## src/sv/mcwd_pkg.sv

```systemverilog
// ----------------------------------------------------------------------------
// mcwd_pkg
// Shared types and codes for the multi-channel watchdog pool.
// ----------------------------------------------------------------------------
`default_nettype none
package mcwd_pkg;
  localparam int CHANNELS_DEF = 16;

  typedef enum logic [3:0] {
    K_INIT = 4'd0, K_START = 4'd1, K_STOP = 4'd2, K_PAUSE = 4'd3,
    K_RESTART = 4'd4, K_PET = 4'd5, K_FORCE = 4'd6, K_ROUTINE = 4'd7,
    K_ENABLE = 4'd8, K_DISABLE = 4'd9
  } kind_t;

  typedef enum logic [2:0] {
    ST_OK = 3'd0, ST_ERROR = 3'd1, ST_NOT_RUNNING = 3'd2, ST_TIMED_OUT = 3'd3,
    ST_TIME_BACK = 3'd4, ST_DISABLED = 3'd5, ST_UNINIT = 3'd6, ST_BUSY = 3'd7
  } status_t;

  typedef enum logic [1:0] {
    M_IDLE = 2'd0, M_RUN = 2'd1, M_PAUSE = 2'd2, M_DONE = 2'd3
  } mode_t;

  typedef struct packed {
    logic [3:0]  kind;
    logic [3:0]  channel;
    logic [31:0] now;
    logic [31:0] timeout_ticks;
  } in_item_t;

  typedef struct packed {
    logic [2:0] status;
    logic       fired;
    logic [3:0] fired_channel;
    logic [1:0] channel_mode;
    logic       last;
  } out_item_t;

  typedef enum logic [2:0] {
    S_IDLE, S_EXEC, S_SCAN, S_FIRE, S_SHIFT, S_FINAL
  } state_t;

  // controller -> datapath
  typedef struct packed {
    logic load;       // capture input item
    logic exec;       // run single-channel command
    logic scan_clr;   // clear scan candidate
    logic scan_step;  // examine one channel
    logic fire;       // mark best candidate timed out, emit fired
    logic shift_step; // shift one running deadline
    logic fin;        // emit final result
    logic scan_done;  // routine finished: update last tick
  } cmd_t;

  // datapath -> controller
  typedef struct packed {
    logic is_routine;
    logic go_scan;    // routine passes checks
    logic go_shift;   // enable passes and pool was off
    logic go_force;   // force_timeout passes
    logic found;      // scan has a candidate, including the channel under test
    logic idx_last;   // scan index at final channel
  } stat_t;
endpackage
`default_nettype wire

```

## src/sv/mcwd_ctrl.sv

```systemverilog
// ----------------------------------------------------------------------------
// mcwd_ctrl
// Command sequencer: exec, deadline scan / fire loop, enable shift, final.
// ----------------------------------------------------------------------------
`default_nettype none
module mcwd_ctrl
  import mcwd_pkg::*;
(
  input  wire  clk,
  input  wire  rst,
  input  wire  in_valid,
  output logic in_ready,
  input  wire  out_busy,   // output register still holds an untaken result
  output logic out_load,
  output cmd_t cmd,
  input  stat_t st
);
  state_t state, state_next;

  always_ff @(posedge clk) begin
    if (rst) state <= S_IDLE;
    else state <= state_next;
  end

  always_comb begin
    state_next = state;
    case (state)
      S_IDLE: if (in_valid) state_next = S_EXEC;
      S_EXEC: begin
        if (st.go_force) state_next = S_FIRE;
        else if (st.go_scan || st.go_shift) state_next = st.is_routine ? S_SCAN : S_SHIFT;
        else state_next = S_FINAL;
      end
      S_SCAN: if (st.idx_last) state_next = st.found ? S_FIRE : S_FINAL;
      S_FIRE: if (!out_busy) state_next = st.is_routine ? S_SCAN : S_FINAL;
      S_SHIFT: if (st.idx_last) state_next = S_FINAL;
      S_FINAL: if (!out_busy) state_next = S_IDLE;
      default: state_next = S_IDLE;
    endcase
  end

  always_comb begin
    cmd = '0;
    in_ready = 1'b0;
    out_load = 1'b0;
    case (state)
      S_IDLE: begin
        in_ready = 1'b1;
        cmd.load = in_valid;
      end
      S_EXEC: begin
        cmd.exec = 1'b1;
        cmd.scan_clr = 1'b1;
      end
      S_SCAN: begin
        cmd.scan_step = 1'b1;
        cmd.scan_done = st.idx_last && !st.found;
      end
      S_FIRE: begin
        if (!out_busy) begin
          cmd.fire = 1'b1;
          out_load = 1'b1;
          cmd.scan_clr = 1'b1;
        end
      end
      S_SHIFT: cmd.shift_step = 1'b1;
      S_FINAL: begin
        if (!out_busy) begin
          cmd.fin = 1'b1;
          out_load = 1'b1;
        end
      end
      default: ;
    endcase
  end
endmodule
`default_nettype wire

```

## src/sv/mcwd_dp.sv

```systemverilog
// ----------------------------------------------------------------------------
// mcwd_dp
// Channel state, status checks, deadline scan and shift datapath.
// ----------------------------------------------------------------------------
`default_nettype none
module mcwd_dp
  import mcwd_pkg::*;
#(
  parameter int CHANNELS = CHANNELS_DEF
) (
  input  wire       clk,
  input  wire       rst,
  input  in_item_t  in_item,
  input  cmd_t      cmd,
  output stat_t     st,
  output out_item_t res
);
  localparam int IW = (CHANNELS > 1) ? $clog2(CHANNELS) : 1;

  mode_t       chan_mode  [CHANNELS];
  logic        chan_ready [CHANNELS];
  logic [31:0] chan_timeout [CHANNELS];
  logic [31:0] chan_deadline [CHANNELS];
  logic [31:0] chan_mark [CHANNELS];
  logic [31:0] last_tick;
  logic        pool_on;

  in_item_t    cur;
  status_t     status;
  logic [IW-1:0] idx;
  logic [IW-1:0] best;
  logic        found;
  logic [31:0] best_dl;

  logic        valid_ch;
  logic [IW-1:0] ch;
  logic        back;
  mode_t       m;
  logic        rdy;
  status_t     st_c;
  logic        cand;

  assign valid_ch = ({28'd0, cur.channel} < 32'(CHANNELS));
  assign ch       = valid_ch ? IW'(cur.channel) : '0;
  assign back     = cur.now < last_tick;
  assign m        = chan_mode[ch];
  assign rdy      = chan_ready[ch];

  // status for the held command, checked in priority order
  always_comb begin
    st_c = ST_OK;
    if (cur.kind <= K_FORCE && !valid_ch) st_c = ST_ERROR;
    else begin
      case (cur.kind)
        K_INIT: if (rdy || cur.timeout_ticks == 32'd0) st_c = ST_ERROR;
        K_START: begin
          if (back) st_c = ST_TIME_BACK;
          else if (!rdy) st_c = ST_UNINIT;
          else if (!pool_on) st_c = ST_DISABLED;
          else if (m == M_RUN) st_c = ST_BUSY;
          else if (m == M_DONE) st_c = ST_TIMED_OUT;
        end
        K_STOP: begin
          if (!rdy) st_c = ST_UNINIT;
          else if (m == M_IDLE) st_c = ST_NOT_RUNNING;
          else if (m == M_DONE) st_c = ST_TIMED_OUT;
          else if (!pool_on) st_c = ST_DISABLED;
        end
        K_PAUSE: begin
          if (back) st_c = ST_TIME_BACK;
          else if (!rdy) st_c = ST_UNINIT;
          else if (m == M_DONE) st_c = ST_TIMED_OUT;
          else if (m != M_RUN) st_c = ST_NOT_RUNNING;
          else if (!pool_on) st_c = ST_DISABLED;
        end
        K_RESTART: begin
          if (!rdy) st_c = ST_UNINIT;
          else if (back) st_c = ST_TIME_BACK;
          else if (!pool_on) st_c = ST_DISABLED;
        end
        K_PET: begin
          if (!rdy) st_c = ST_UNINIT;
          else if (back) st_c = ST_TIME_BACK;
          else if (m == M_DONE) st_c = ST_TIMED_OUT;
          else if (m != M_RUN) st_c = ST_NOT_RUNNING;
          else if (!pool_on) st_c = ST_DISABLED;
        end
        K_FORCE: begin
          if (!rdy) st_c = ST_UNINIT;
          else if (m != M_RUN) st_c = ST_NOT_RUNNING;
          else if (!pool_on) st_c = ST_DISABLED;
        end
        K_ROUTINE: begin
          if (back) st_c = ST_TIME_BACK;
          else if (!pool_on) st_c = ST_DISABLED;
        end
        K_ENABLE, K_DISABLE: if (back) st_c = ST_TIME_BACK;
        default: st_c = ST_ERROR;
      endcase
    end
  end

  // scan candidate: running, deadline <= now, strictly smaller deadline wins
  assign cand = chan_mode[idx] == M_RUN && chan_deadline[idx] <= cur.now &&
                (!found || chan_deadline[idx] < best_dl);

  assign st.is_routine = (cur.kind == K_ROUTINE);
  assign st.go_scan    = (cur.kind == K_ROUTINE) && st_c == ST_OK;
  assign st.go_shift   = (cur.kind == K_ENABLE) && st_c == ST_OK && !pool_on;
  assign st.go_force   = (cur.kind == K_FORCE) && st_c == ST_OK;
  assign st.found      = found || cand;
  assign st.idx_last   = (32'(idx) == 32'(CHANNELS - 1));

  always_ff @(posedge clk) begin
    if (rst) begin
      for (int i = 0; i < CHANNELS; i++) begin
        chan_mode[i]     <= M_IDLE;
        chan_ready[i]    <= 1'b0;
        chan_timeout[i]  <= '0;
        chan_deadline[i] <= '0;
        chan_mark[i]     <= '0;
      end
      last_tick <= '0;
      pool_on   <= 1'b0;
      found     <= 1'b0;
      idx       <= '0;
    end else begin
      if (cmd.load) cur <= in_item;
      if (cmd.scan_clr) begin
        found <= 1'b0;
        idx   <= '0;
      end
      if (cmd.exec) begin
        status <= st_c;
        if (st_c == ST_OK) begin
          case (cur.kind)
            K_INIT: begin
              chan_mode[ch]     <= M_IDLE;
              chan_timeout[ch]  <= cur.timeout_ticks;
              chan_deadline[ch] <= '0;
              chan_mark[ch]     <= '0;
              chan_ready[ch]    <= 1'b1;
            end
            K_START: begin
              chan_deadline[ch] <= (m == M_PAUSE) ?
                  cur.now + (chan_deadline[ch] - chan_mark[ch]) :
                  cur.now + chan_timeout[ch];
              chan_mode[ch] <= M_RUN;
            end
            K_STOP: chan_mode[ch] <= M_IDLE;
            K_PAUSE: begin
              chan_mode[ch] <= M_PAUSE;
              chan_mark[ch] <= cur.now;
            end
            K_RESTART: begin
              chan_mark[ch]     <= cur.now;
              chan_deadline[ch] <= cur.now + chan_timeout[ch];
              chan_mode[ch]     <= M_RUN;
            end
            K_PET: chan_deadline[ch] <= cur.now + chan_timeout[ch];
            K_FORCE: best <= ch;
            K_ENABLE: pool_on <= 1'b1;
            K_DISABLE: begin
              if (pool_on) begin
                pool_on   <= 1'b0;
                last_tick <= cur.now;
              end
            end
            default: ;
          endcase
        end
      end
      if (cmd.scan_step) begin
        if (cand) begin
          found   <= 1'b1;
          best    <= idx;
          best_dl <= chan_deadline[idx];
        end
        if (!st.idx_last) idx <= idx + 1'b1;
      end
      if (cmd.scan_done) last_tick <= cur.now;
      if (cmd.shift_step) begin
        if (chan_mode[idx] == M_RUN)
          chan_deadline[idx] <= cur.now + (chan_deadline[idx] - last_tick);
        if (!st.idx_last) idx <= idx + 1'b1;
      end
      if (cmd.fire) chan_mode[best] <= M_DONE;
    end
  end

  always_comb begin
    res = '0;
    if (cmd.fire) begin
      res.status        = ST_OK;
      res.fired         = 1'b1;
      res.fired_channel = 4'(best);
      res.channel_mode  = M_DONE;
    end else begin
      res.status       = status;
      res.channel_mode = valid_ch ? m : M_IDLE;
      res.last         = 1'b1;
    end
  end
endmodule
`default_nettype wire

```

## src/sv/multi_channel_watchdog_pool_core.sv

```systemverilog
// ----------------------------------------------------------------------------
// multi_channel_watchdog_pool_core
// Pool of watchdog channels driven by a command stream.
// ----------------------------------------------------------------------------
// Channel commands pass through the exec and final states; the final result
//   is loaded into the output register. Output stalls hold fire and final.
// Routine: one-channel-per-cycle deadline scan, a fire and fresh scan per
//   timed-out channel, then final. Enable: deadlines shifted, then final.
// One command in flight; next transfer taken once the final result is loaded.
// Reset (rst, synchronous) clears all channels, last tick and the pool enable.
`default_nettype none
module multi_channel_watchdog_pool_core
  import mcwd_pkg::*;
#(
  parameter int CHANNELS = CHANNELS_DEF
) (
  input  wire       clk,
  input  wire       rst,
  input  wire       in_valid,
  output logic      in_ready,
  input  in_item_t  in_data,
  output logic      out_valid,
  input  wire       out_ready,
  output out_item_t out_data
);
  cmd_t      cmd;
  stat_t     st;
  out_item_t res;
  logic      out_load;
  logic      out_busy;

  // output register: holds a result until its transfer completes
  assign out_busy = out_valid && !out_ready;

  mcwd_ctrl u_ctrl (
    .clk(clk), .rst(rst), .in_valid(in_valid), .in_ready(in_ready),
    .out_busy(out_busy), .out_load(out_load), .cmd(cmd), .st(st)
  );

  mcwd_dp #(.CHANNELS(CHANNELS)) u_dp (
    .clk(clk), .rst(rst), .in_item(in_data), .cmd(cmd), .st(st), .res(res)
  );

  always_ff @(posedge clk) begin
    if (rst) out_valid <= 1'b0;
    else if (out_load) out_valid <= 1'b1;
    else if (out_ready) out_valid <= 1'b0;
  end

  always_ff @(posedge clk) begin
    if (out_load) out_data <= res;
  end
endmodule
`default_nettype wire
```

## config.mk

```make
export PLATFORM = sky130hd
export DESIGN_NAME = multi_channel_watchdog_pool_core
export DESIGN_NICKNAME = d
export VERILOG_FILES = /design/src/sv/mcwd_pkg.sv /design/src/sv/mcwd_ctrl.sv /design/src/sv/mcwd_dp.sv /design/src/sv/multi_channel_watchdog_pool_core.sv
export SDC_FILE = /design/constraint.sdc
export NUM_CORES = 2
export LEC_CHECK = 0
export BUFFER_PORTS_ARGS = -buffer_cell sky130_fd_sc_hd__buf_2
export CELL_PAD_IN_SITES_DETAIL_PLACEMENT = 0
export CELL_PAD_IN_SITES_GLOBAL_PLACEMENT = 2
export CORE_ASPECT_RATIO = 0.9
export CORE_MARGIN = 2
export CORE_UTILIZATION = 30
export CTS_BUF_LIST = sky130_fd_sc_hd__clkbuf_8
export DETAILED_ROUTE_END_ITERATION = 16
export PLACE_DENSITY_LB_ADDON = 0.05
export SETUP_SLACK_MARGIN = 0.15
export SYNTH_ARGS = -nofsm -noshare
export SYNTH_HDL_FRONTEND = slang
export SYNTH_SLANG_ARGS = --single-unit
```

## constraint.sdc

```tcl
create_clock -name clk -period 9.86 [get_ports clk]
set_input_delay 0.986 -clock clk [delete_from_list [all_inputs] [get_ports clk]]
set_output_delay 0.986 -clock clk [all_outputs]
set_load 0.02 [all_outputs]
```

# After elaboration in Yosys (flattened, before gate mapping)
# Memories as Yosys holds them, arrays and structs flattened. A register that Yosys moved wholly into a read port is not among the register bits.
# Cells that the tools add are included.
# totals
reg_bits,164
ramBits,1584
output_inout_bits,13
elab_cells,251
n_memories,5
# op_classes
add_sub_neg,6
magnitude_cmp,3
eq_ne,25
n_mux,142
bitwise_logic,10
n_reduce_logical,42
# memory_table
memory,words,width,read_ports,rd_clocked_by_memory_dff,write_ports,line_no,text
u_dp.chan_deadline,16,32,2,2,16,mcwd_dp.sv:23,logic [31:0] chan_deadline [CHANNELS];
u_dp.chan_mark,16,32,1,1,16,mcwd_dp.sv:24,logic [31:0] chan_mark [CHANNELS];
u_dp.chan_timeout,16,32,1,1,16,mcwd_dp.sv:22,logic [31:0] chan_timeout [CHANNELS];
u_dp.chan_mode,16,2,2,2,16,mcwd_dp.sv:20,mode_t chan_mode [CHANNELS];
u_dp.chan_ready,16,1,1,1,16,mcwd_dp.sv:21,logic chan_ready [CHANNELS];
# ops
operator,count
32-bit two-way mux,15
32-bit OR reduction,4
32-bit adder,3
4-bit two-way mux,24
3-bit two-way mux,28
32-bit < comparator,2
32-bit subtractor,2
1-bit two-way mux,63
32-bit <= comparator,1
32-bit logical NOT,1
3-bit case mux with 9 select lines,1
3-bit case mux with 6 select lines,1
"4-bit by 3-bit == test with 1-bit output, second input constant",4
2-bit two-way mux,7
"4-bit == test, second input constant",3
2-bit nonzero test,6
1-bit OR,9
"4-bit by 2-bit == test with 1-bit output, second input constant",2
1-bit logical AND,8
2-bit OR reduction,4
"3-bit by 2-bit == test with 1-bit output, second input constant",2
"3-bit == test, second input constant",2
3-bit logical NOT,2
"2-bit by 1-bit inequality test with 1-bit output, second input constant",3
18 further kinds,31

# Logic depth before layout (Yosys ltp)
# logic_depth
word_depth,19
depth_mapped,23
ltp_nobuf,16

# Cells and area by module
# A second synthesis with hierarchy kept.
# hier_totals
hier_cells,6589
hier_area_um2,91174.9
# modules_own_cells
mod,n_inst,cells_each,area_per_inst_um2
mcwd_dp,1,6525,90441.7
multi_channel_watchdog_pool_core,1,14,374.1
mcwd_ctrl,1,50,359.1

# Worst setup path after synthesis
# No wires, ideal clock.
# synth_path
kind,flip-flop to flip-flop
from,reg (tool-made name)
to,mem u_dp.chan_mark[14][0] (enable)
arrival_ns,6.738
required_ns,9.394
slack_ns,2.656
path_stages_with_launch,19
n_path_buf,5
cell_sequence,dfxtp_1 > buf_2 > buf_2 > clkbuf_1 > buf_1 > mux4_2 > mux4_2 > ha_1 > o21ai_0 > o22ai_1 > and2_1 > o31ai_1 > o211ai_1 > nor2b_2 > nand2_1 > nor3_2 > a21oi_1 > clkbuf_1 > o21ai_0
# synth_rtl
item,line_no
end: declaration,mcwd_dp.sv:24

==> impl_results.md <==
* Final ANT Viol Nets at 0
* Cell area after synthesis at 88800 µm²
* Clock share of power at 35.6%
* Layout area overhead at 13.6%
* Worst-Margin Slew at 1.38 ns
* Netlist cell types at 94
* CTS root buf: clkbuf_8
* Max IR drop VDD at 99.2 µV
* Wirelength per Cell at 32.8 µm
* Internal power at 13.1 mW
* Seq pwr share at 45.1%
* Die width at 577 µm
* Buffer and inverter count on the worst path at 3
* # setup viols final at 0
* Syn avg cell area at 14.1 µm²
* WP depth at 17
* Post-DP HPWL at 219000 µm
* Reg2reg path depth at 17
* Commonest non-fill, non-tap cell in the layout: edfxtp_1
* RR Endpoint: u_dp.chan_deadline[6][29]$_SDFFCE_PN0P_
* Max-slew headroom at 7.79%
* R2R setup slack at 2.28 ns
* Worst Path Required at 10.57 ns
* Min-delay worst type: in -> reg
* Fillcell total at 28500
* Gpl congestion at 0.799
* Crit-path slowest cell: a211oi_2
* All-Layer GR Usage at 23.1%
* Async SR Flop Fraction at 0%
* Sw Ratio at 31.0%
* Drt drc at 0
* Number of port buffers at 88
* Min cycle time layout at 7.58 ns
* FMAX at 132 MHz
* TritonCTS Sinks at 1752
* Skew final at 0.101 ns
* Vias per cell at 5.23
* Post-Syn Instances at 6296
* Comb pwr share at 19.4%
* GRT overflow at 0
* Slew Limit Fails at 0
* Final period util at 76.9%
* CP delay by family, top: compound AO/OA/AOI/OAI gates
* Initial antenna violation count at 18
* CTS tree: yes
* Largest net degree at the start of global routing at 84
* Ys Warns at 0
* Critical path launch point type: flop
* Num rows at 189
* DR pass1 iterations at 8
* LEAKAGE at 35.5 nW
* Die area at 300000 µm²
* Most frequent cells in the layout: edfxtp_1 (1690), nor2_1 (1168), mux4_2 (652)
* Post-layout util at 34.3%
* Worst skew pair latency at 1.06 ns
* Critical path type: reg -> reg
* # nets final at 6831
* Post-synth EDFFs at 1690
* Syn Nets at 6630
* RSZ-0062 raised after global routing: no
* Clk slew on worst S/H paths at 0.06 ns
* Total Wirelength at 350000 µm
* Core area at 294000 µm²
* Max-cap violations at 0
* Status: finished, final reports clean
* CTS Buffer Depth at 4
* Cell Pwr Density at 189 nW/µm²
* DR iter-0 viols at 5604
* Worst-path cell chain: buf_4 > mux4_2 > mux4_2 > inv_1 > fa_1 > inv_1 > ha_1 > nand2_1 > o311a_1 > o211ai_1 > a41oi_1 > o21ai_1 > a31oi_1 > xor2_1 > mux2i_1 > a211oi_2 > nor2_1
* Crit path max fanout at 28
* Fin Setup TNS at 0 ns
* Seq/Total Area, Yosys at 58.6%
* Critical path capture point type: flop
* Htree depth at 5
* CP arrival at 8.28 ns
* Fin. Hold Viols at 0
* Vias in the first global route at 57100
* Max incr delay on CP at 0.97 ns
* IO Pins at 89
* Min Hold Slack at 0.145 ns
* Psw at 5.89 mW
* Initial Util at 30.2%
* Vias at 55800
* CTS buffer count at 337
* Synthesis-stage register bit count at 1752
* Layout cell share with drive strength beyond 1 at 22.9%
* Crit path to: u_dp.chan_deadline[6][29]$_SDFFCE_PN0P_
* Die Ht at 520 µm
* Main synth FF type: edfxtp_1
* First-pass GRT wire length at 483000 µm
worst min-delay path by stage:
stage | from | depth (start not counted) | end
floorplan | u_dp.chan_ready[10]$_DFF_P_ | 1 | u_dp.chan_ready[10]$_DFF_P_
global placement | u_dp.chan_ready[0]$_DFF_P_ | 1 | u_dp.chan_ready[0]$_DFF_P_
detailed placement | u_dp.chan_ready[14]$_DFF_P_ | 1 | u_dp.chan_ready[14]$_DFF_P_
CTS | in_data[51] | 1 | u_dp.cur[51]$_DFFE_PP_
global route | in_data[51] | 1 | u_dp.cur[51]$_DFFE_PP_
finish | in_data[31] | 1 | u_dp.cur[31]$_DFFE_PP_
layout make-up:
class | count | area, µm² | share of cell area, %
clock inverters | 249 | 1220 | 1.21
flip-flops and latches | 1752 | 52000 | 51.6
repair buffers | 330 | 2440 | 2.42
clock buffers | 345 | 4750 | 4.71
well taps | 3915 | 4900 | 4.86
inverters | 314 | 1190 | 1.18
diodes | 5 | 12.5 | 0.0124
multi-input cells | 3762 | 34300 | 34.1
power by group through the flow:
stage          sequential [mW]  combinational (mW)  clock, mW
2_1_floorplan             8.63                2.30          0
3_3_place_gp              8.72                3.75          0
3_5_place_dp              8.72                3.70          0
4_1_cts                   8.57                3.73       6.99
5_1_grt                   8.59                3.96       7.28
6_report                  8.57                3.69       6.76
metrics by stage:
step	cells	power, mW	area, µm²	setup WS [ns]
6_report	10700	19.0	101000	2.28
3_5_place_dp	10000	12.4	94600	2.24
3_3_place_gp	10000	12.5	94600	1.82
4_1_cts	10700	19.3	101000	2.21
5_1_grt	10700	19.8	101000	1.79
2_1_floorplan	6296	10.9	88800	2.66
Yosys cell counts, types with 8 or more instances:
master	n	area (µm²)
nand4_1	29	181
a211oi_1	24	180
nand2_1	137	514
inv_1	312	1170
nor2_2	13	81.3
o21ai_0	132	661
dfxtp_1	62	1240
nor2_1	1172	4400
ha_1	195	2440
xnor2_1	60	526
o21bai_1	14	105
a21o_1	62	465
nor2b_1	36	225
nor4_1	16	100
a21oi_1	133	666
buf_4	8	60.1
o22ai_1	21	131
o31ai_1	8	60.1
a22oi_1	9	67.6
buf_1	54	203
a31oi_1	25	156
nand2b_1	34	213
xor2_1	30	263
clkbuf_1	303	1140
nor3_1	51	255
mux4_2	652	14700
buf_2	102	510
edfxtp_1	1690	50700
fa_1	63	1260
mux2_2	10	113
and2_1	525	3280
o211ai_1	15	113
o21a_1	11	82.6
mux2i_1	42	420
nand2_4	30	338
nor3b_1	11	82.6
nand3_1	44	220
and3_1	18	113
or2_2	14	87.6
flip-flops by register name, indices dropped and copies added (netlist names), named ones only:
signal	cells
u_dp.chan_deadline	512
u_dp.chan_mark	512
u_dp.chan_timeout	512
u_dp.cur	68
u_dp.best_dl	32
u_dp.chan_mode	32
u_dp.last_tick	32
u_dp.chan_ready	16
out_data	11
u_dp.best	4
u_dp.ch	4
u_dp.idx	4
u_ctrl.state	3
u_dp.status	3
out_valid	1
u_dp.found	1
u_dp.pool_on	1
kinds of logic (layout without fill, tap and decap cells):
logic type / after synthesis / after routing / share of synthesized area [%]
XOR/XNOR: 90 / 90 / 0.888
other: 0 / 5 / 0
buffers and inverters: 782 / 1238 / 3.49
adder cells (fa/ha/maj): 258 / 258 / 4.17
multiplexers: 704 / 704 / 17.1
flip-flops: 1752 / 1752 / 58.6
AO/OA/AOI/OAI: 553 / 553 / 4.11
AND/OR/NAND/NOR: 2157 / 2157 / 11.6
layer usage:
| metal | up-vias | wire, µm | share of wire, % | global-route usage, % |
|---|---|---|---|---|
| met3 | 352 | 18500 | 5.3 | 2.94 |
| li1 | 23900 | - | - | - |
| met1 | 29900 | 169000 | 48 | 35.2 |
| met4 | 2 | 5730 | 1.6 | 4.23 |
| met5 | - | 19 | 0.0054 | 0 |
| met2 | 1734 | 157000 | 45 | 35.4 |
worst reg2reg max path, delay by kind of cell (launching register included):
| family | cells | cell delay [ns] |
|---|---|---|
| multiplexers | 3 | 1.21 |
| adder cells (fa/ha/maj) | 2 | 0.68 |
| AO/OA/AOI/OAI | 6 | 3.10 |
| AND/OR/NAND/NOR | 2 | 0.26 |
| buffers and inverters | 3 | 1.01 |
| XOR/XNOR | 1 | 0.16 |
| flip-flops | 1 | 0.86 |
what timing repair did:
| action | in CTS | in global routing |
|---|---|---|
| hold endpoints to repair | 29 | 0 |
| hold buffers | 29 | 0 |
| setup endpoints to repair | 0 | 0 |
| setup buffers | 0 | 0 |
| gates resized for setup | 0 | 0 |
(Power assumes the default switching activity.)
